$ cat config.mk
export PLATFORM = sky130hd
export DESIGN_NAME = exponential_backoff_generator
export DESIGN_NICKNAME = d
export VERILOG_FILES = /design/src/rtl/core/ebg_pkg.sv /design/src/rtl/core/ebg_cfg.sv /design/src/rtl/core/ebg_step.sv /design/src/rtl/core/exponential_backoff_generator.sv
export SDC_FILE = /design/constraint.sdc
export NUM_CORES = 2
export LEC_CHECK = 0
export BUFFER_PORTS_ARGS = -buffer_cell sky130_fd_sc_hd__buf_2
export CORE_MARGIN = 4
export CORE_UTILIZATION = 49
export DETAILED_ROUTE_END_ITERATION = 8
export SLEW_MARGIN = 20
export SYNTH_ARGS = -nofsm -noshare
export SYNTH_HDL_FRONTEND = slang
export SYNTH_SLANG_ARGS = --single-unit
$ cat constraint.sdc
create_clock -name clock -period 9.8 [get_ports clock]
set_input_delay 1.96 -clock clock [delete_from_list [all_inputs] [get_ports clock]]
set_output_delay 1.96 -clock clock [all_outputs]
set_load 0.05 [all_outputs]
$ cat src/rtl/core/ebg_pkg.sv
// Package for the exponential backoff generator: register codes, reset values,
// the configuration bundle type and widths shared by all modules.
// No dependencies.
package ebg_pkg;

   localparam int FRACTION_BITS_DEF = 16;

   localparam int BOUND_W  = 32;
   localparam int FACTOR_W = 16;
   localparam int ZCOUNT_W = 8;
   localparam int GROWTH_W = BOUND_W + FACTOR_W;
   localparam int CSR_DATA_W = 32;
   localparam int CSR_INDEX_W = 2;

   localparam logic [ZCOUNT_W-1:0] ZERO_COUNT_RST    = 8'd1;
   localparam logic [FACTOR_W-1:0] GROWTH_FACTOR_RST = 16'd4;
   localparam logic [BOUND_W-1:0]  FIRST_BOUND_RST   = 32'd16;
   localparam logic [BOUND_W-1:0]  MAX_BOUND_RST     = 32'd1048576;

   typedef enum logic [CSR_INDEX_W-1:0] {
      REG_ZERO_COUNT    = 2'd0,
      REG_GROWTH_FACTOR = 2'd1,
      REG_FIRST_BOUND   = 2'd2,
      REG_MAX_BOUND     = 2'd3
   } ebg_reg_type;

   typedef struct packed {
      logic [ZCOUNT_W-1:0] zero_count;
      logic [FACTOR_W-1:0] growth_factor;
      logic [BOUND_W-1:0]  first_bound;
      logic [BOUND_W-1:0]  max_bound;
      logic                bad;
      logic                reload;
   } ebg_cfg_type;

endpackage

$ cat src/rtl/core/ebg_cfg.sv
// Configuration registers of the backoff generator, the invalid-setting flag
// and the reload pulse that follows every write. Uses ebg_pkg.
module ebg_cfg import ebg_pkg::*; (
   input  logic                   clock,
   input  logic                   reset,
   input  logic                   csr_we,
   input  logic [CSR_INDEX_W-1:0] csr_index,
   input  logic [CSR_DATA_W-1:0]  csr_wdata,
   output ebg_cfg_type            cfg
);

   logic [ZCOUNT_W-1:0] zero_count_ff;
   logic [FACTOR_W-1:0] growth_factor_ff;
   logic [BOUND_W-1:0]  first_bound_ff;
   logic [BOUND_W-1:0]  max_bound_ff;
   logic                reload_ff;

   always_ff @(posedge clock) begin
      if (reset) begin
         zero_count_ff    <= ZERO_COUNT_RST;
         growth_factor_ff <= GROWTH_FACTOR_RST;
         first_bound_ff   <= FIRST_BOUND_RST;
         max_bound_ff     <= MAX_BOUND_RST;
         reload_ff        <= 1'b0;
      end else begin
         reload_ff <= csr_we;
         if (csr_we) begin
            unique case (ebg_reg_type'(csr_index))
               REG_ZERO_COUNT:    zero_count_ff    <= csr_wdata[ZCOUNT_W-1:0];
               REG_GROWTH_FACTOR: growth_factor_ff <= csr_wdata[FACTOR_W-1:0];
               REG_FIRST_BOUND:   first_bound_ff   <= csr_wdata[BOUND_W-1:0];
               REG_MAX_BOUND:     max_bound_ff     <= csr_wdata[BOUND_W-1:0];
               default:           zero_count_ff    <= zero_count_ff;
            endcase
         end
      end
   end

   always_comb begin
      cfg.zero_count    = zero_count_ff;
      cfg.growth_factor = growth_factor_ff;
      cfg.first_bound   = first_bound_ff;
      cfg.max_bound     = max_bound_ff;
      cfg.bad           = (growth_factor_ff == '0) || (first_bound_ff == '0) ||
                          (max_bound_ff == '0) || (first_bound_ff > max_bound_ff);
      // state reloads in the cycle after the write, from the updated registers
      cfg.reload        = reload_ff;
   end

endmodule

$ cat src/rtl/core/ebg_step.sv
// Backoff state (zeros left, current bound) and the per-word arithmetic:
// scaled backoff and the multiply-saturate bound update. Uses ebg_pkg.
module ebg_step import ebg_pkg::*; #(
   parameter int FRACTION_BITS = FRACTION_BITS_DEF
) (
   input  logic                     clock,
   input  logic                     reset,
   input  ebg_cfg_type              cfg,
   input  logic                     step_en,
   input  logic                     restart,
   input  logic [FRACTION_BITS:0]   random_fraction,
   output logic [BOUND_W-1:0]       backoff,
   output logic                     config_error
);

   localparam int SCALE_W = BOUND_W + FRACTION_BITS + 1;

   logic [ZCOUNT_W-1:0]      zeros_left_ff, zeros_left_in;
   logic [BOUND_W-1:0]       bound_ff, bound_in;
   logic [FRACTION_BITS:0]   frac_sat;
   logic [SCALE_W-1:0]       scaled;
   logic [GROWTH_W-1:0]      grown;
   logic [BOUND_W-1:0]       grown_sat;
   logic                     zero_out;

   // clamp anything above full scale to the full bound
   assign frac_sat = random_fraction[FRACTION_BITS] ?
                     {1'b1, {FRACTION_BITS{1'b0}}} : random_fraction;
   assign scaled   = SCALE_W'(bound_ff) * SCALE_W'(frac_sat);

   assign grown     = GROWTH_W'(bound_ff) * GROWTH_W'(cfg.growth_factor);
   assign grown_sat = (grown > GROWTH_W'(cfg.max_bound)) ? cfg.max_bound
                                                         : grown[BOUND_W-1:0];

   assign zero_out     = restart || cfg.bad || (zeros_left_ff != '0);
   assign backoff      = zero_out ? '0 : scaled[FRACTION_BITS +: BOUND_W];
   assign config_error = cfg.bad;

   always_comb begin
      zeros_left_in = zeros_left_ff;
      bound_in      = bound_ff;
      priority if (cfg.reload || (step_en && restart)) begin
         zeros_left_in = cfg.zero_count;
         bound_in      = cfg.first_bound;
      end else if (!step_en || cfg.bad) begin
         zeros_left_in = zeros_left_ff;
      end else if (zeros_left_ff != '0) begin
         zeros_left_in = zeros_left_ff - 1'b1;
      end else if (bound_ff < cfg.max_bound) begin
         bound_in = grown_sat;
      end else begin
         // at or above the ceiling: hold the bound
         bound_in = bound_ff;
      end
   end

   always_ff @(posedge clock) begin
      if (reset) begin
         zeros_left_ff <= ZERO_COUNT_RST;
         bound_ff      <= FIRST_BOUND_RST;
      end else begin
         zeros_left_ff <= zeros_left_in;
         bound_ff      <= bound_in;
      end
   end

   a_bound_within_max: assert property (@(posedge clock) disable iff (reset)
      (!cfg.bad && !cfg.reload) |-> (bound_ff <= cfg.max_bound))
      else $error("current bound above max_bound with valid configuration");

   a_backoff_within_bound: assert property (@(posedge clock) disable iff (reset)
      step_en |-> (backoff <= bound_ff))
      else $error("backoff exceeds current bound");

endmodule

$ cat src/rtl/core/exponential_backoff_generator.sv
// Top level of the exponential backoff generator: input register, result
// register and handshakes around ebg_cfg and ebg_step. Uses ebg_pkg.
//
//   channel   direction  handshake              payload
//   req       in         req_valid/req_ready    req_restart, req_random_fraction
//   rsp       out        rsp_valid/rsp_ready    rsp_backoff, rsp_config_error
//   csr       in         csr_we                 csr_index, csr_wdata
//
// Sustains one word per cycle while rsp_ready is high; rsp_valid is registered.
// The bound update (one 32x16 multiply and saturate) is combinational logic.
// Reset is synchronous: config and state take ebg_pkg defaults, valid flags clear.
// A stalled rsp holds its word while the input register still takes one more word.
// A csr write reloads the state on the following cycle.
module exponential_backoff_generator import ebg_pkg::*; #(
   parameter int FRACTION_BITS = FRACTION_BITS_DEF
) (
   input  logic                     clock,
   input  logic                     reset,
   input  logic                     req_valid,
   output logic                     req_ready,
   input  logic                     req_restart,
   input  logic [FRACTION_BITS:0]   req_random_fraction,
   output logic                     rsp_valid,
   input  logic                     rsp_ready,
   output logic [BOUND_W-1:0]       rsp_backoff,
   output logic                     rsp_config_error,
   input  logic                     csr_we,
   input  logic [CSR_INDEX_W-1:0]   csr_index,
   input  logic [CSR_DATA_W-1:0]    csr_wdata
);

   ebg_cfg_type              cfg;
   logic                     in_valid_ff;
   logic                     in_restart_ff;
   logic [FRACTION_BITS:0]   in_frac_ff;
   logic                     out_valid_ff;
   logic [BOUND_W-1:0]       out_backoff_ff;
   logic                     out_error_ff;
   logic                     advance;
   logic [BOUND_W-1:0]       step_backoff;
   logic                     step_error;

   assign advance   = in_valid_ff && (!out_valid_ff || rsp_ready);
   assign req_ready = !in_valid_ff || advance;

   ebg_cfg u_cfg (
      .clock     (clock),
      .reset     (reset),
      .csr_we    (csr_we),
      .csr_index (csr_index),
      .csr_wdata (csr_wdata),
      .cfg       (cfg)
   );

   ebg_step #(
      .FRACTION_BITS (FRACTION_BITS)
   ) u_step (
      .clock           (clock),
      .reset           (reset),
      .cfg             (cfg),
      .step_en         (advance),
      .restart         (in_restart_ff),
      .random_fraction (in_frac_ff),
      .backoff         (step_backoff),
      .config_error    (step_error)
   );

   always_ff @(posedge clock) begin
      if (reset) begin
         in_valid_ff  <= 1'b0;
         out_valid_ff <= 1'b0;
      end else begin
         if (req_ready) begin
            in_valid_ff <= req_valid;
         end
         if (advance) begin
            out_valid_ff <= 1'b1;
         end else if (rsp_ready) begin
            out_valid_ff <= 1'b0;
         end
      end
   end

   always_ff @(posedge clock) begin
      if (req_ready && req_valid) begin
         in_restart_ff <= req_restart;
         in_frac_ff    <= req_random_fraction;
      end
      if (advance) begin
         out_backoff_ff <= step_backoff;
         out_error_ff   <= step_error;
      end
   end

   assign rsp_valid        = out_valid_ff;
   assign rsp_backoff      = out_backoff_ff;
   assign rsp_config_error = out_error_ff;

   a_error_forces_zero: assert property (@(posedge clock) disable iff (reset)
      (rsp_valid && rsp_config_error) |-> (rsp_backoff == '0))
      else $error("nonzero backoff reported with configuration error");

   a_advance_fills_output: assert property (@(posedge clock) disable iff (reset)
      advance |=> out_valid_ff)
      else $error("word moved out of input register was lost");

endmodule
==> impl_metrics.json <==
{
  "antenna_found_initial": 4,
  "timing.fmax_mhz": 107,
  "drv_cap": 0,
  "root_buffer": "clkbuf_16",
  "totalWireLength_mm": 113,
  "syn_to_final_growth_pct": 5.71,
  "fillers": 8009,
  "via_per_inst": 5.41,
  "critical_path.startpoint": "u_step.bound_ff[5]",
  "ys_seq_elements": 182,
  "powerDensity_nw_per_um2": 50.8,
  "synth_common_cells": "nand2_1 (942), inv_1 (941), fa_1 (864), ha_1 (333), and2_1 (326)",
  "cts_tree": "built",
  "die_w_um": 300,
  "path_buf_inv": 7,
  "async_flop_share_pct": 0,
  "nNetsFinal": 5969,
  "ys_seq_area_share_pct": 9.92,
  "period_share_pct": 95.0,
  "numCtsBuffers": 17,
  "drc": 0,
  "synth.area.top_cells": "fa_1 (41%), ha_1 (10%), nand2_1 (8.4%)",
  "clkTransAtPathRegs_ns": 0.09,
  "fin_util_pct": 52.6,
  "dpl.hpwl_mm": 90.1,
  "wire_per_inst_um": 19.3,
  "worst_hold_path_type": "flop to flop",
  "status": "finished, final reports clean",
  "clk_latency_ns": 0.52,
  "dr.pass1.iters": 5,
  "fp.coreArea_um2": 84200,
  "worstSetupEndpointType": "flop",
  "p_clk_share_pct": 34.7,
  "worstMarginPinSlew_ns": 1.10,
  "reg2reg_from": "u_step.bound_ff[5]",
  "port_buffers": 91,
  "fin_skew_ns": 0.0281,
  "leakagePower_nw": 20.7,
  "switching_power_uw": 869,
  "pin_count": 92,
  "fin_crit_ns": 9.31,
  "synth.avg_cell_area_um2": 8.77,
  "synth.top_cell.area_share_pct": 41.3,
  "critPathTopFamily": "adder cells",
  "htreeDepth": 4,
  "gp_congestion": 0.911,
  "grt_max_degree": 78,
  "rows": 106,
  "maxSlewHeadroom_pct": 26.6,
  "setup_viol": 0,
  "rsz0062_at_grt": "no",
  "layout.area.seq_um2": 4170,
  "crit_fanout": 32,
  "grt_usage_pct": 26.2,
  "multi_input_area_um2": 33200,
  "worst-setup-path-type": "flop to flop",
  "synthCells": 4774,
  "synth-edff-count": 51,
  "swShare_pct": 38.6,
  "wl_met3_mm": 7.07,
  "clock_sinks": 182,
  "yosys_warnings": 0,
  "wl_met2_mm": 54.9,
  "final-hold-violation-count": 0,
  "wl_met1_mm": 48.0,
  "required_ns": 10.24,
  "peakVddDrop_uv": 145,
  "slew_viol_final": 0,
  "holdCritStartpoint": "u_cfg.zero_count_ff[1]",
  "first_iter_violations": 2096,
  "die_y_um": 300,
  "yosysMostFrequentCell": "nand2_1",
  "cpPeakStageDelay_ns": 0.71,
  "post-cts-setup-buffers": 0,
  "via_count": 31743,
  "synth_top_flop_cell": "dfxtp_1",
  "intPower_mw": 1.38,
  "combPwrFrac_pct": 27.9,
  "startpoint_type": "flop",
  "grt_pass1_vias": 33673,
  "overflow": 0,
  "fin_tns_setup_ns": 0,
  "initial_utilization_pct": 49.7,
  "yosysTopAreaCell": "fa_1",
  "clock_path_buffers": 2,
  "highest_layer": "met5",
  "antenna_left": 0,
  "layout-drive-gt1-share_pct": 6.41,
  "grt_first_pass_wirelength_mm": 185,
  "cp_slowest_cell": "dfxtp_1",
  "synth_nets": 6028,
  "power_frac_seq_pct": 37.4,
  "synth_cell_type_count": 74,
  "dieArea_um2": 90200,
  "crit_arrival_ns": 9.75,
  "mappedNetlistArea_um2": 41900,
  "cpMostUsedCell": "fa_1"
}
## through the flow
| stage | hold slack (ns) | power [mW] | area (um2) | cells | worst slack [ns] |
|---|---|---|---|---|---|
| after CTS | 0.490 | 2.26 | 44200 | 5862 | 0.434 |
| after detailed placement | 0.472 | 1.48 | 43600 | 5830 | 0.480 |
| after floorplan | 0.427 | 1.27 | 41900 | 4774 | 1.49 |
| after global routing | 0.516 | 2.35 | 44300 | 5863 | 0.00111 |
| after global placement | 0.474 | 1.47 | 43600 | 5830 | 0.657 |
| final | 0.499 | 2.25 | 44300 | 5863 | 0.488 |
## power groups by stage
stage	sequential, mW	combinational (mW)	clock (mW)
after floorplan	0.848	0.418	0
after global placement	0.857	0.617	0
after detailed placement	0.857	0.622	0
after CTS	0.840	0.626	0.793
after global routing	0.845	0.692	0.815
final	0.841	0.628	0.780
## routing by layer
metal  GRT usage, %  vias to the layer above
li1               -                    14347
met1           35.5                    16222
met2           44.5                     1007
met3           3.51                      161
met4           7.32                        6
met5              0                        -
## state kept, by name (all words and copies together) (netlist names)
| register | count |
|---|---|
| in_frac_ff | 17 |
| in_restart_ff | 1 |
| in_valid_ff | 1 |
| rsp_backoff | 32 |
| rsp_config_error | 1 |
| rsp_valid | 1 |
| u_cfg.first_bound_ff | 32 |
| u_cfg.growth_factor_ff | 16 |
| u_cfg.max_bound_ff | 32 |
| u_cfg.reload_ff | 1 |
| u_cfg.zero_count_ff | 8 |
| u_step.bound_ff | 32 |
| u_step.zeros_left_ff | 8 |
## placed cells by master (no fill, tap or decap), types with 51 or more instances in the layout
cell      netlist  routed
ha_1          333     333
nand2_1       942     942
buf_2           8      91
fa_1          864     864
mux2i_1        71      71
a21o_1         69      69
o21ai_0        59      59
nor2_1        103     102
buf_4           0     105
and2_1        326     326
dfxtp_1       131     120
a21oi_1       175     174
edfxtp_1       51      51
inv_1         941     940
## timing repair
action / in CTS / in global routing
hold buffers: 0 / 0
endpoints found under the hold margin: 0 / 0
gates resized for setup: 0 / 11
setup endpoints to repair: 0 / 31
## layout make-up
| class | instances | area share (%) |
|---|---|---|
| clock buffer | 17 | 0.961 |
| multi-input combinational | 3375 | 75.0 |
| timing repair buffer | 198 | 2.90 |
| clock inverter | 15 | 0.483 |
| tap | 1134 | 3.21 |
| sequential | 182 | 9.42 |
| inverter | 941 | 7.98 |
| antenna | 1 | 0.00565 |
## worst reg2reg max path: cells and delay by family, from the launching register on
family          cells  cell delay [ns]
flops               1             0.71
simple gates        7             1.44
buf+inv             7             0.97
compound gates     11             2.04
fa+ha+maj           8             3.40
xor+xnor            1             0.24
mux                 1             0.41
## worst paths after layout
check / cells past startpoint / slack (ns) / endpoint
worst max-delay path: 35 / 0.49 / u_step.bound_ff[0]
worst min-delay path: 2 / 0.50 / u_step.zeros_left_ff[1]
worst max register to register: 35 / 0.49 / u_step.bound_ff[0]
worst min register to register: 2 / 0.50 / u_step.zeros_left_ff[1]
## cells by family (layout without fill, tap and decap cells)
logic type	Yosys count	after routing	share of synthesized area, %
xor+xnor	76	76	1.59
other cells	0	1	0
fa+ha+maj	1197	1197	51.3
mux	74	74	1.78
simple gates	1580	1580	17.4
compound gates	448	448	7.05
buf+inv	1217	1171	11.0
flops	182	182	9.92
No activity file was read; power rests on OpenSTA's default activity.
